File: src/sv/swr_pkg.sv
`default_nettype none

package swr_pkg;

    // Stream and configuration widths
    localparam int unsigned TDATA_IN_W  = 176;
    localparam int unsigned TDATA_OUT_W = 40;
    localparam int unsigned CFG_ADDR_W  = 2;
    localparam int unsigned CFG_DATA_W  = 32;

    // Headers declaring a longer payload fail their check
    localparam logic [15:0] C_MAX_PAYLOAD_BYTES = 16'd2048;

    localparam logic [15:0] FLAG_SYN = 16'h0001;
    localparam logic [15:0] FLAG_ACK = 16'h0002;
    localparam logic [15:0] FLAG_FIN = 16'h0004;

    localparam logic [31:0] RST_LOCAL_ADDR  = 32'h7F00_0001;
    localparam logic [31:0] RST_REMOTE_ADDR = 32'h7F00_0001;
    localparam logic [15:0] RST_LOCAL_PORT  = 16'd7998;
    localparam logic [15:0] RST_REMOTE_PORT = 16'd7999;

    typedef enum logic [CFG_ADDR_W-1:0] {
        REG_LOCAL_ADDR  = 2'd0,
        REG_REMOTE_ADDR = 2'd1,
        REG_LOCAL_PORT  = 2'd2,
        REG_REMOTE_PORT = 2'd3
    } t_cfg_reg;

    typedef enum logic [1:0] {
        PH_WAIT   = 2'd0,
        PH_OPEN   = 2'd1,
        PH_CLOSED = 2'd2
    } t_phase;

    // Beat after the header-sum stage
    typedef struct packed {
        logic        hdr;
        logic        last;
        logic [15:0] flags;
        logic [15:0] seq;
        logic [15:0] chk;
        logic [15:0] word;
        logic [15:0] hsum;
        logic        oversize;
    } t_pre;

    // ACK result payload
    typedef struct packed {
        logic [15:0] ack_seq;
        logic [15:0] ack_checksum;
        logic        checksum_ok;
        logic        accepted;
        t_phase      link_status;
    } t_ack;

    // 16-bit ones'-complement add, end-around carry
    function automatic logic [15:0] f_ea_add(input logic [15:0] a, input logic [15:0] b);
        logic [16:0] s;
        s = {1'b0, a} + {1'b0, b};
        return s[16] ? (s[15:0] + 16'd1) : s[15:0];
    endfunction

    // Fold a wide plain sum of 16-bit terms to its ones'-complement value
    function automatic logic [15:0] f_fold20(input logic [19:0] s);
        return f_ea_add(s[15:0], {12'd0, s[19:16]});
    endfunction

endpackage

`default_nettype wire

File: src/sv/swr_hdr_sum.sv
`default_nettype none

module swr_hdr_sum (
    input  wire logic                            i_clk,
    input  wire logic                            i_rst_n,
    input  wire logic                            i_en,
    input  wire logic                            i_valid,
    input  wire logic [swr_pkg::TDATA_IN_W-1:0]  i_tdata,
    input  wire logic                            i_payload,
    input  wire logic                            i_last,
    output logic                                 o_valid,
    output swr_pkg::t_pre                        o_pre
);
    import swr_pkg::*;

    logic [15:0] w_flags, w_sport, w_dport, w_seq, w_chk, w_word;
    logic [31:0] w_src, w_dst;
    logic [11:0] w_len;
    logic [19:0] w_sum;
    logic        r_valid;
    t_pre        r_pre;
    t_pre        n_pre;

    assign w_flags = i_tdata[15:0];
    assign w_src   = i_tdata[47:16];
    assign w_dst   = i_tdata[79:48];
    assign w_sport = i_tdata[95:80];
    assign w_dport = i_tdata[111:96];
    assign w_seq   = i_tdata[127:112];
    assign w_len   = i_tdata[139:128];
    assign w_chk   = i_tdata[155:140];
    assign w_word  = i_tdata[171:156];

    // plain sum of the nine header terms, folded once at the end
    assign w_sum = {4'd0, w_flags} + {4'd0, w_src[31:16]} + {4'd0, w_src[15:0]}
                 + {4'd0, w_dst[31:16]} + {4'd0, w_dst[15:0]} + {4'd0, w_sport}
                 + {4'd0, w_dport} + {4'd0, w_seq} + {8'd0, w_len};

    always_comb begin
        n_pre.hdr      = ~i_payload;
        n_pre.last     = i_last;
        n_pre.flags    = w_flags;
        n_pre.seq      = w_seq;
        n_pre.chk      = w_chk;
        n_pre.word     = w_word;
        n_pre.hsum     = f_fold20(w_sum);
        n_pre.oversize = {4'd0, w_len} > C_MAX_PAYLOAD_BYTES;
    end

    always_ff @(posedge i_clk) begin
        if (!i_rst_n) begin
            r_valid <= 1'b0;
        end else if (i_en) begin
            r_valid <= i_valid;
        end
    end

    always_ff @(posedge i_clk) begin
        if (i_en && i_valid) begin
            r_pre <= n_pre;
        end
    end

    assign o_valid = r_valid;
    assign o_pre   = r_pre;

endmodule

`default_nettype wire

File: src/sv/swr_link_ctrl.sv
`default_nettype none

module swr_link_ctrl (
    input  wire logic          i_clk,
    input  wire logic          i_rst_n,
    input  wire logic          i_en,
    input  wire logic          i_valid,
    input  wire swr_pkg::t_pre i_pre,
    input  wire logic [15:0]   i_ack_base,
    output logic               o_valid,
    output swr_pkg::t_ack      o_ack
);
    import swr_pkg::*;

    t_phase      r_phase, n_phase;
    logic [15:0] r_exp, n_exp;
    logic [15:0] r_run, n_run;
    logic [15:0] r_flags, r_seq, r_chk;
    logic        r_over;
    logic        r_valid, n_res;
    t_ack        r_ack;

    logic        w_step, w_end, w_ok, w_good, w_over, w_acc;
    logic [15:0] w_flags, w_seq, w_chk, w_sum, w_seq_p1;

    assign w_step = i_en && i_valid;
    assign w_end  = w_step && i_pre.last;

    // header beats use their own fields, payload beats the held ones
    assign w_flags  = i_pre.hdr ? i_pre.flags    : r_flags;
    assign w_seq    = i_pre.hdr ? i_pre.seq      : r_seq;
    assign w_chk    = i_pre.hdr ? i_pre.chk      : r_chk;
    assign w_over   = i_pre.hdr ? i_pre.oversize : r_over;
    assign w_sum    = i_pre.hdr ? i_pre.hsum     : f_ea_add(r_run, i_pre.word);
    assign w_ok     = !w_over && (({1'b0, w_chk} + {1'b0, w_sum}) == 17'h0ffff);
    assign w_good   = w_ok && (w_seq == r_exp);
    assign w_seq_p1 = w_seq + 16'd1;

    assign n_run = i_pre.last ? 16'd0 : w_sum;

    // next state
    always_comb begin
        n_phase = r_phase;
        n_exp   = r_exp;
        if (w_end) begin
            case (r_phase)
                PH_WAIT: begin
                    if (w_flags == FLAG_SYN) begin
                        n_phase = PH_OPEN;
                        n_exp   = w_seq_p1;
                    end
                end
                PH_OPEN: begin
                    if (w_good) begin
                        n_exp = w_seq_p1;
                        if (w_flags == FLAG_FIN) begin
                            n_phase = PH_CLOSED;
                        end
                    end
                end
                default: begin
                end
            endcase
        end
    end

    // outputs
    always_comb begin
        n_res = 1'b0;
        w_acc = 1'b0;
        if (w_end) begin
            case (r_phase)
                PH_WAIT: begin
                    n_res = (w_flags == FLAG_SYN);
                    w_acc = (w_flags == FLAG_SYN);
                end
                PH_OPEN: begin
                    n_res = 1'b1;
                    w_acc = w_good;
                end
                default: begin
                end
            endcase
        end
    end

    always_ff @(posedge i_clk) begin
        if (!i_rst_n) begin
            r_phase <= PH_WAIT;
            r_exp   <= 16'd0;
            r_run   <= 16'd0;
            r_flags <= 16'd0;
            r_seq   <= 16'd0;
            r_chk   <= 16'd0;
            r_over  <= 1'b0;
            r_valid <= 1'b0;
        end else if (i_en) begin
            r_valid <= n_res;
            if (w_step) begin
                r_phase <= n_phase;
                r_exp   <= n_exp;
                r_run   <= n_run;
                r_flags <= w_flags;
                r_seq   <= w_seq;
                r_chk   <= w_chk;
                r_over  <= w_over;
            end
        end
    end

    always_ff @(posedge i_clk) begin
        if (i_en && n_res) begin
            r_ack.ack_seq      <= n_exp;
            r_ack.ack_checksum <= ~f_ea_add(i_ack_base, n_exp);
            r_ack.checksum_ok  <= w_ok;
            r_ack.accepted     <= w_acc;
            r_ack.link_status  <= n_phase;
        end
    end

    assign o_valid = r_valid;
    assign o_ack   = r_ack;

endmodule

`default_nettype wire

File: src/sv/stop_and_wait_receiver_checksum.sv
// Stop-and-wait receiver with 16-bit ones'-complement checksum. Packets arrive
// on the slave stream as one header beat (tuser 0) followed by payload-word
// beats (tuser 1); tlast marks the final beat of a packet. The block sums the
// header fields and payload words with end-around carry, checks the sum
// against the carried checksum on the last beat, runs the connection state
// (waiting for SYN, open, closed after FIN) and emits at most one ACK result
// per packet on the master stream, including the ACK header checksum built
// from the configured addresses and ports. One beat is taken every cycle
// while the result register is free or being drained; a packet's result is
// registered through the header-sum stage, then the state stage that owns the
// running sum and sequence number. Configuration registers are written through
// a plain write port, by the user only while no packet is in flight (the block
// does not enforce this); a write applies to every beat accepted after it.
`default_nettype none

module stop_and_wait_receiver_checksum (
    input  wire logic                            i_clk,
    input  wire logic                            i_rst_n,
    // slave stream, tdata from bit 0: hdr_flags[15:0], hdr_src_addr[31:0],
    // hdr_dst_addr[31:0], hdr_src_port[15:0], hdr_dst_port[15:0],
    // hdr_seq[15:0], hdr_length[11:0], hdr_checksum[15:0], payload_word[15:0],
    // zero pad to 176 bits
    input  wire logic                            i_s_axis_tvalid,
    output logic                                 o_s_axis_tready,
    input  wire logic [swr_pkg::TDATA_IN_W-1:0]  i_s_axis_tdata,
    input  wire logic                            i_s_axis_tuser,   // req_type
    input  wire logic                            i_s_axis_tlast,   // last_item
    // master stream, tdata from bit 0: ack_valid, ack_seq[15:0],
    // ack_checksum[15:0], checksum_ok, accepted, link_status[1:0],
    // zero pad to 40 bits
    output logic                                 o_m_axis_tvalid,
    input  wire logic                            i_m_axis_tready,
    output logic [swr_pkg::TDATA_OUT_W-1:0]      o_m_axis_tdata,
    // configuration write port
    input  wire logic                            i_cfg_we,
    input  wire logic [swr_pkg::CFG_ADDR_W-1:0]  i_cfg_addr,
    input  wire logic [swr_pkg::CFG_DATA_W-1:0]  i_cfg_wdata
);
    import swr_pkg::*;

    // configuration
    logic [31:0] r_local_addr, r_remote_addr;
    logic [15:0] r_local_port, r_remote_port;
    // constant part of the ACK header sum (flags ACK, addresses, ports)
    logic [15:0] r_ack_base;
    logic [19:0] w_base_sum;

    logic  w_en;
    logic  w_pre_valid;
    t_pre  w_pre;
    logic  w_res_valid;
    t_ack  w_ack;

    // whole pipeline moves when the result register is empty or draining
    assign w_en            = !w_res_valid || i_m_axis_tready;
    assign o_s_axis_tready = w_en;

    always_ff @(posedge i_clk) begin
        if (!i_rst_n) begin
            r_local_addr  <= RST_LOCAL_ADDR;
            r_remote_addr <= RST_REMOTE_ADDR;
            r_local_port  <= RST_LOCAL_PORT;
            r_remote_port <= RST_REMOTE_PORT;
        end else if (i_cfg_we) begin
            case (t_cfg_reg'(i_cfg_addr))
                REG_LOCAL_ADDR:  r_local_addr  <= i_cfg_wdata;
                REG_REMOTE_ADDR: r_remote_addr <= i_cfg_wdata;
                REG_LOCAL_PORT:  r_local_port  <= i_cfg_wdata[15:0];
                REG_REMOTE_PORT: r_remote_port <= i_cfg_wdata[15:0];
                default: begin
                end
            endcase
        end
    end

    assign w_base_sum = {4'd0, FLAG_ACK}
                      + {4'd0, r_local_addr[31:16]}  + {4'd0, r_local_addr[15:0]}
                      + {4'd0, r_remote_addr[31:16]} + {4'd0, r_remote_addr[15:0]}
                      + {4'd0, r_local_port} + {4'd0, r_remote_port};

    // refreshed every cycle; settles in the cycle after a config write
    always_ff @(posedge i_clk) begin
        r_ack_base <= f_fold20(w_base_sum);
    end

    swr_hdr_sum u_hdr_sum (
        .i_clk     (i_clk),
        .i_rst_n   (i_rst_n),
        .i_en      (w_en),
        .i_valid   (i_s_axis_tvalid),
        .i_tdata   (i_s_axis_tdata),
        .i_payload (i_s_axis_tuser),
        .i_last    (i_s_axis_tlast),
        .o_valid   (w_pre_valid),
        .o_pre     (w_pre)
    );

    swr_link_ctrl u_link_ctrl (
        .i_clk      (i_clk),
        .i_rst_n    (i_rst_n),
        .i_en       (w_en),
        .i_valid    (w_pre_valid),
        .i_pre      (w_pre),
        .i_ack_base (r_ack_base),
        .o_valid    (w_res_valid),
        .o_ack      (w_ack)
    );

    assign o_m_axis_tvalid = w_res_valid;
    assign o_m_axis_tdata  = {3'd0, w_ack.link_status, w_ack.accepted, w_ack.checksum_ok,
                              w_ack.ack_checksum, w_ack.ack_seq, 1'b1};

endmodule

`default_nettype wire

File: config.mk
export PLATFORM = sky130hd
export DESIGN_NAME = stop_and_wait_receiver_checksum
export DESIGN_NICKNAME = d
export VERILOG_FILES = /design/src/sv/swr_pkg.sv /design/src/sv/swr_hdr_sum.sv /design/src/sv/swr_link_ctrl.sv /design/src/sv/stop_and_wait_receiver_checksum.sv
export SDC_FILE = /design/constraint.sdc
export NUM_CORES = 1
export LEC_CHECK = 0
export BUFFER_PORTS_ARGS = -buffer_cell sky130_fd_sc_hd__buf_2
export CORE_MARGIN = 5
export CORE_UTILIZATION = 40
export DETAILED_ROUTE_END_ITERATION = 10
export GPL_TIMING_DRIVEN = 0
export SLEW_MARGIN = 15
export SYNTH_ARGS = -nofsm -noshare
export SYNTH_HDL_FRONTEND = slang
export SYNTH_SLANG_ARGS = --single-unit
export TNS_END_PERCENT = 100
File: constraint.sdc
create_clock -name i_clk -period 20.9 [get_ports i_clk]
set_input_delay 2.09 -clock i_clk [delete_from_list [all_inputs] [get_ports i_clk]]
set_output_delay 2.09 -clock i_clk [all_outputs]
set_load 0.05 [all_outputs]
==> results of run 1 <==
==> report_power, final <==
| group | switching, mW | internal (mW) |
|---|---|---|
| logic | 1.15 | 0.808 |
| registers | 0.0341 | 0.772 |
| clock network | 0.266 | 0.372 |
==> worst min-delay path: stages (launching register included) <==
cell and delay (ns):
dfxtp_1 0.30, nand2_1 0.04, a21boi_0 0.06
==> layout by cell type (no fill, tap or decap), drive strengths merged, types with 14 or more instances in the layout <==
cell type / n
xor2: 62
fa: 161
a21boi: 103
o21a: 17
clkbuf: 103
mux2: 35
and2: 22
nand2: 355
a21o: 29
edfxtp: 119
nor4: 21
inv: 196
nor2b: 24
buf: 266
a21oi: 75
xnor2: 100
dfxtp: 197
nor3: 45
nand3: 81
ha: 125
o21ai: 52
mux2i: 22
clkinv: 14
nor2: 88
==> kinds of logic after synthesis <==
logic type      share of synthesized area [%]
other cells                           0.03492
simple gates                            15.35
buf+inv                                 4.823
fa+ha+maj                               22.26
xor+xnor                                6.597
flops                                   34.95
compound gates                          12.93
mux                                     3.066
==> flip-flops by register name (all words and copies together) (netlist names), 2 cells and up <==
register / cells
r_local_port: 16
u_link_ctrl.r_phase: 2
u_link_ctrl.r_exp: 16
r_remote_port: 16
r_ack_base: 16
u_hdr_sum.o_pre: 83
u_link_ctrl.r_run: 16
u_link_ctrl.r_flags: 16
r_local_addr: 32
u_link_ctrl.r_seq: 16
u_link_ctrl.o_ack: 36
r_remote_addr: 32
u_link_ctrl.r_chk: 16
==> worst paths after layout <==
check | end | cells after the start
min | u_link_ctrl.r_chk[13]$_SDFFE_PN0P_ | 2
max | u_hdr_sum.o_pre[2]$_DFFE_PP_ | 33
min reg2reg | u_link_ctrl.r_chk[13]$_SDFFE_PN0P_ | 2
max reg2reg | u_link_ctrl.o_ack[19]$_DFFE_PP_ | 31
==> metrics by stage <==
step	power, mW	area (um^2)	std cells	util [%]	hold WS, ns
floorplan	2.294	21520	2205	-	0.4410
global placement	2.705	23630	3150	44.18	0.4472
detailed placement	2.754	23690	3152	44.29	0.4577
CTS	3.415	24880	3218	46.50	0.4662
global route	3.691	24880	3219	46.50	0.4830
finish	3.406	24880	3220	46.51	0.4631
==> layout make-up <==
| type | instances | area share (%) |
|---|---|---|
| Multi-Input combinational cell | 1623 | 52.15 |
| Sequential cell | 316 | 30.21 |
| Clock inverter | 20 | 0.8097 |
| Timing Repair Buffer | 251 | 5.200 |
| Buffer | 72 | 1.242 |
| Clock buffer | 46 | 3.938 |
| Tap cell | 696 | 3.500 |
| Antenna cell | 2 | 0.02012 |
| Inverter | 194 | 2.927 |
==> layer usage <==
layer / vias to the layer above / wire length (um)
met4: 10 / 2136
met2: 459 / 27430
met3: 114 / 3509
met5: - / 58
met1: 8150 / 27910
li1: 8132 / -
==> results.txt, run 1 <==
Nets: 2997
core area: 53500 um^2
Via-to-Cell Ratio: 5.238
first-pass GRT wire length: 96130 um
Hold Buf Count CTS: 0
Pwr Density: 136.9 nW/um^2
register area share after synthesis: 34.95%
Largest delay share family, worst path: adder cells
Num CTS Buffers: 36
synth top area cells: dfxtp_1 18%, edfxtp_1 17%, fa_1 15%
# rows: 85
layout cells sized above 1: 14.99%
cell mode on critical path: a21oi_1
pre-CTS setup slack: 10.09 ns
Die Ht: 241.9 um
# clock sinks: 316
number of synthesized flops with an enable pin: 119
Worst path max stage delay: 0.55 ns
initial antenna violation count: 7
GPL Wtd Cong: 0.9220
Yosys top cell area share: 18.34%
# fillers: 5061
most instantiated library cell after synthesis: nand2_1
slowest CP cell: o41ai_1
max frequency: 96.55 MHz
Clk Latency, worst-skew pair: 0.56 ns
CP Max Fanout: 6
Initial Utilization: 40.21%
Post-synth top cells: 355 x nand2_1, 197 x dfxtp_1, 194 x inv_1
critical path class: input pin to register
hold path start: u_link_ctrl.r_chk[13]$_SDFFE_PN0P_
met2 GRT Util: 32.92%
Mapped Avg Cell Area: 9.763 um^2
asr flop ratio synth: 0%
Mapped Area: 21510 um^2
CTS tree: built
Slew headroom: 37.46%
Total Die Area: 58510 um^2
Remaining Overflow, GRT: 0
post-CTS sizing: 0
Synth Flop Type: dfxtp_1
IO Port Bufs: 249
DR vias: 16870
number of global-route vias before repair: 17270
register bit count reported by yosys: 316
global routing's busiest layer: met2
DRC: 0
Pre-antenna DRT Iters: 5
post-synthesis cell type count: 83
H-tree levels: 2
Layout Skew: 0.01369 ns
Setup crit start: i_s_axis_tdata[1]
largest net degree at the start of global routing: 44
Max Cap Violations: 0
Arr. time, crit path: 10.65 ns
Seq. cell area: 7517 um^2
Reg clk slew, reported paths: 0.06 ns
Slew Viols, Final: 0
Fin Setup TNS: 0 ns
met1 usage in global routing: 28.18%
Worst Path Buf+Inv: 2
Pleak: 10.56 nW
status: finished clean
Syn Inst Count: 2203
Final Routed Wirelength: 61040 um
R2R Path Start: u_hdr_sum.o_pre[17]$_DFFE_PP_
CP Capture Type: register
RSZ-0062 raised after global routing: false
clk buf depth: 3
worst path required time: 21.20 ns
Total GRT Usage: 20.56%
final hold violations: 0
Slew @ Worst Pin: 0.9381 ns
final worst path period need: 10.36 ns
final worst setup slack: 10.54 ns
VDD IR max: 180.4 uV
Hold Crit Class: register to register
dpl hpwl: 49590 um
WL per Instance: 18.96 um
worst reg2reg setup slack: 11.13 ns
Multi-input gate area: 12970 um^2
Final Setup Violations: 0
met3 usage: 4.163%
Post-CTS Setup Inserts: 0
area grow syn2layout: 15.68%
startpoint types: input pin
Post-DRT Antenna Nets: 0
I/O Pins: 259
Yosys Warn Count: 0
CTS Root Cell: clkbuf_16
leading area contributor after synthesis: dfxtp_1
Die W: 241.9 um
part of the cycle the worst path needs: 49.56%
1st-iter DRT viols: 967
Power figures use the tool's default switching activity.
==> run 2, diff against run 1 <==
clock period = 8.71 ns   (was 20.9 ns; I/O delays follow)
==> run 2 against run 1 <==
Compared with the run above: global-route usage about the same; largest cell class unchanged; flip-flop and latch count unchanged; largest power group unchanged; wire length up 0.74%; critical endpoint unchanged; combinational power rose to 2.6 times the previous value; sequential share of layout area down 0.50 points; critical path type unchanged.
==> results.txt, run 2 (synthesis gave the netlist of run 1 again) <==
Hold Buf Count CTS: 0
CTS tree: built
Hold Crit Class: register to register
R2R Path Start: u_hdr_sum.o_pre[17]$_DFFE_PP_
Die Ht: 241.9 um
max reg flops: 83
Total Die Area: 58510 um^2
I/O Pins: 259
Placed Instances: 3152
Slew Viols, Final: 0
worst reg2reg setup slack: 0.42 ns
Arr. time, crit path: 8.68 ns
Pleak: 10.64 nW
fin util: 47.30%
Clk Latency, worst-skew pair: 0.56 ns
critical path class: input pin to register
Die W: 241.9 um
dpl hpwl: 49590 um
R2R cell count: 32
Layout Cells excl Fill: 3228
hold path start: r_local_addr[17]$_SDFFE_PN0P_
# clock sinks: 316
Slew headroom: 38.57%
initial antenna violation count: 7
commonest non-fill, non-tap cells in the layout: 355 x nand2_1, 253 x buf_2, 197 x dfxtp_1
GPL Wtd Cong: 0.9220
Via-to-Cell Ratio: 5.255
CP Max Fanout: 6
status: finished clean
slowest CP cell: fa_1
# fillers: 5026
1st-iter DRT viols: 948
IO Port Bufs: 249
CTS Root Cell: clkbuf_16
H-tree levels: 2
Final Setup Violations: 0
largest net degree at the start of global routing: 44
Final Hold Slack: 0.4638 ns
cell mode on critical path: fa_1
Num CTS Buffers: 36
Post-DRT Antenna Nets: 0
VDD IR max: 480.1 uV
clk buf depth: 3
CP Capture Type: register
DR vias: 16960
Initial Utilization: 40.21%
layout cells sized above 1: 17.59%
max frequency: 119.3 MHz
Hold Path Depth: 2
Reg clk slew, reported paths: 0.06 ns
Worst path max stage delay: 0.52 ns
worst path required time: 9.01 ns
DRC: 0
core area: 53500 um^2
Pre-antenna DRT Iters: 5
most common cell after layout, fill and taps aside: nand2_1
Total GRT Usage: 20.60%
first-pass GRT wire length: 96320 um
Pwr Density: 338.5 nW/um^2
WL per Instance: 19.05 um
Max Cap Violations: 0
Nets: 3005
Total Power: 8.564 mW
Final Routed Wirelength: 61490 um
area grow syn2layout: 17.64%
part of the cycle the worst path needs: 96.26%
Slew @ Worst Pin: 0.9215 ns
RR Endpoint: u_link_ctrl.o_ack[18]$_DFFE_PP_
final worst path period need: 8.384 ns
startpoint types: input pin
final hold violations: 0
hold path endpoint: r_local_addr[17]$_SDFFE_PN0P_
Remaining Overflow, GRT: 0
# rows: 85
number of global-route vias before repair: 17290
Layout Skew: 0.01234 ns
-- run 2: changes by cell type in the layout (fill, tap and decap cells not counted), sizes merged --
cell    change
clkbuf      -1
buf         +9
-- run 2: how the worst max path moves through the flow --
| stage | startpoint | end | slack [ns] | cells past startpoint |
|---|---|---|---|---|
| floorplan | i_s_axis_tdata[1] | u_hdr_sum.o_pre[2]$_DFFE_PP_ | 0.18 | 32 |
| global placement | i_s_axis_tdata[1] | u_hdr_sum.o_pre[2]$_DFFE_PP_ | -0.83 | 33 |
| detailed placement | u_hdr_sum.o_pre[17]$_DFFE_PP_ | u_link_ctrl.o_ack[19]$_DFFE_PP_ | -0.90 | 31 |
| CTS | u_hdr_sum.o_pre[23]$_DFFE_PP_ | u_link_ctrl.o_ack[19]$_DFFE_PP_ | 0.02 | 28 |
| global route | i_s_axis_tdata[0] | u_hdr_sum.o_pre[2]$_DFFE_PP_ | -0.05 | 35 |
| finish | i_s_axis_tdata[1] | u_hdr_sum.o_pre[2]$_DFFE_PP_ | 0.33 | 34 |
-- run 2: routing by layer --
layer	track usage (%)	part of all wire [%]
met1	28.23	45
met2	32.94	45
met3	4.141	6.0
met5	0	0.094
met4	6.781	3.5
-- run 2: cell type report --
cell class	instances	area (um^2)	share of cell area (%)
Inverter	194	728.2	2.878
Tap cell	696	870.8	3.442
Timing Repair Buffer	260	1361	5.380
Multi-Input combinational cell	1623	13330	52.70
Antenna cell	2	5.005	0.01978
Clock buffer	46	979.7	3.872
Sequential cell	316	7517	29.71
Clock inverter	20	201.4	0.7961
Buffer	71	305.3	1.207
-- run 2: stage by stage --
| step | instance area, um^2 | TNS, ns | setup WS [ns] |
|---|---|---|---|
| 2_1_floorplan | 21520 | 0 | 0.1815 |
| 3_3_place_gp | 23630 | -12.39 | -0.8347 |
| 3_5_place_dp | 23690 | -14.73 | -0.9012 |
| 4_1_cts | 24970 | 0 | 0.01510 |
| 5_1_grt | 25300 | -0.09637 | -0.04910 |
| 6_report | 25300 | 0 | 0.3260 |
-- run 2: repair_timing --
action / 4_1_cts / 5_1_grt
pin swaps: 6 / 28
setup buffers: 3 / 6
resized for setup: 15 / 61
setup endpoints to repair: 21 / 20
-- run 2: critical path, delay by kind of cell --
kind	cells	cell delay [ns]
XOR/XNOR	2	0.30
adder cells (fa/ha/maj)	7	3.06
buffers and inverters	3	0.38
AO/OA/AOI/OAI	13	2.30
AND/OR/NAND/NOR	8	1.40
multiplexers	1	0.36
-- run 2: power by group --
group	leakage [nW]	switching (mW)	total, mW	internal (mW)
Combinational	7.35	2.95	5.10	2.14
Clock	0.581	0.639	1.53	0.893
Sequential	2.71	0.0813	1.93	1.85
==> run 3, diff against run 2 <==
MAX_ROUTING_LAYER = met4   (was unset)
==> run 3 against run 2 <==
Compared with the run above: non-clock buffer count up 4; count of clock-buffer cells in the layout up 10; global-route usage up 0.45 points; design area up 0.29%; clock skew up 0.020 ns.
==> results.txt, run 3 (synthesis gave the netlist of run 1 again) <==
status: finished clean
1st-iter DRT viols: 965
Arr. time, crit path: 8.75 ns
commonest non-fill, non-tap cells in the layout: 355 x nand2_1, 253 x buf_2, 197 x dfxtp_1
first-pass GRT wire length: 95920 um
# rows: 85
CP Capture Type: register
Layout Skew: 0.03210 ns
core area: 53500 um^2
WL per Instance: 18.91 um
DRC: 0
Slew headroom: 39.36%
Nets: 3010
Slew Viols, Final: 0
Via-to-Cell Ratio: 5.195
Hold Buf Count CTS: 0
GPL Wtd Cong: 0.9395
CP Max Fanout: 10
final worst path period need: 8.452 ns
Post-DRT Antenna Nets: 0
Max Cap Violations: 0
startpoint types: register
Final Setup Violations: 0
Hold Crit Class: register to register
final worst setup slack: 0.2576 ns
Layout Cells excl Fill: 3236
layout cells sized above 1: 17.64%
part of the cycle the worst path needs: 97.04%
slowest CP cell: or4_1
max frequency: 118.3 MHz
Num CTS Buffers: 37
Slew @ Worst Pin: 0.9096 ns
number of global-route vias before repair: 17260
largest net degree at the start of global routing: 56
Remaining Overflow, GRT: 0
Clk Latency, worst-skew pair: 0.57 ns
Final Routed Wirelength: 61190 um
final hold violations: 0
CTS Root Cell: clkbuf_16
Pwr Density: 335.5 nW/um^2
Total Die Area: 58510 um^2
Total GRT Usage: 21.05%
CTS tree: built
Initial Utilization: 40.21%
IO Port Bufs: 249
area grow syn2layout: 17.99%
VDD IR max: 389.3 uV
critical path class: register to register
worst path required time: 9.00 ns
Pleak: 10.68 nW
Reg clk slew, reported paths: 0.06 ns
Placed Instances: 3152
# clock sinks: 316
pre-CTS setup slack: -0.9275 ns
dpl hpwl: 49480 um
clk buf depth: 3
I/O Pins: 259
Pre-antenna DRT Iters: 7
DR vias: 16810
Die W: 241.9 um
Die Ht: 241.9 um
cell mode on critical path: ha_1
initial antenna violation count: 5
RSZ-0062 raised after global routing: true
H-tree levels: 2
most common cell after layout, fill and taps aside: nand2_1
max reg flops: 83
Worst path max stage delay: 0.59 ns
==> run 3: cell type report <==
type                       count  area, um^2
fill                        5103       28120
multi-input combinational   1623       13340
sequential                   316        7517
timing repair buffer         264        1399
clock buffer                  56        1089
tap                          696       870.8
inverter                     194       728.2
buffer                        71       305.3
clock inverter                10       117.6
antenna                        6       15.01
==> run 3: critical path: cells and delay by family, from the launching register on <==
family | cells | cell delay [ns]
compound gates | 11 | 2.93
simple gates | 10 | 2.73
fa+ha+maj | 4 | 1.15
xor+xnor | 3 | 0.41
flops | 1 | 0.35
mux | 1 | 0.35
buf+inv | 2 | 0.25
==> run 3: timing repair <==
item,in CTS,in global routing
pin swaps,5,30
setup buffers,4,9
gates resized for setup,16,59
endpoints found under the setup margin,21,20
hold endpoints to repair,0,0
==> run 3: metal layers <==
| layer | track usage (%) | vias to the layer above | wire [um] |
|---|---|---|---|
| met3 | 3.489 | 76 | 3032 |
| li1 | - | 8148 | - |
| met1 | 28.36 | 8170 | 28510 |
| met5 | - | - | 0 |
| met4 | 4.951 | 0 | 1375 |
| met2 | 33.60 | 416 | 28270 |
==> run 3: power breakdown <==
group	internal (mW)	leakage [nW]	switching, mW	total, mW
registers	1.85	2.71	0.0840	1.94
logic	2.14	7.39	2.91	5.05
clock network	0.878	0.586	0.648	1.53
==> run 3: stage by stage <==
stage | hold slack, ns | setup TNS (ns) | power, mW | util [%] | cell area [um^2]
after global placement | 0.4465 | -11.47 | 6.494 | 44.18 | 23630
after floorplan | 0.4410 | 0 | 5.504 | - | 21520
final | 0.4592 | 0 | 8.515 | 47.44 | 25380
after CTS | 0.4458 | 0 | 8.244 | 46.77 | 25020
after detailed placement | 0.4556 | -13.01 | 6.595 | 44.31 | 23700
after global routing | 0.4515 | -0.2008 | 9.222 | 47.43 | 25370
==> run 3: final timing paths <==
check | start | end | slack [ns] | depth (start not counted)
worst max-delay path | u_hdr_sum.o_pre[17]$_DFFE_PP_ | u_link_ctrl.o_ack[18]$_DFFE_PP_ | 0.26 | 31
worst min-delay path | u_link_ctrl.r_chk[4]$_SDFFE_PN0P_ | u_link_ctrl.r_chk[4]$_SDFFE_PN0P_ | 0.46 | 2
worst max register to register | u_hdr_sum.o_pre[17]$_DFFE_PP_ | u_link_ctrl.o_ack[18]$_DFFE_PP_ | 0.26 | 31
worst min register to register | u_link_ctrl.r_chk[4]$_SDFFE_PN0P_ | u_link_ctrl.r_chk[4]$_SDFFE_PN0P_ | 0.46 | 2
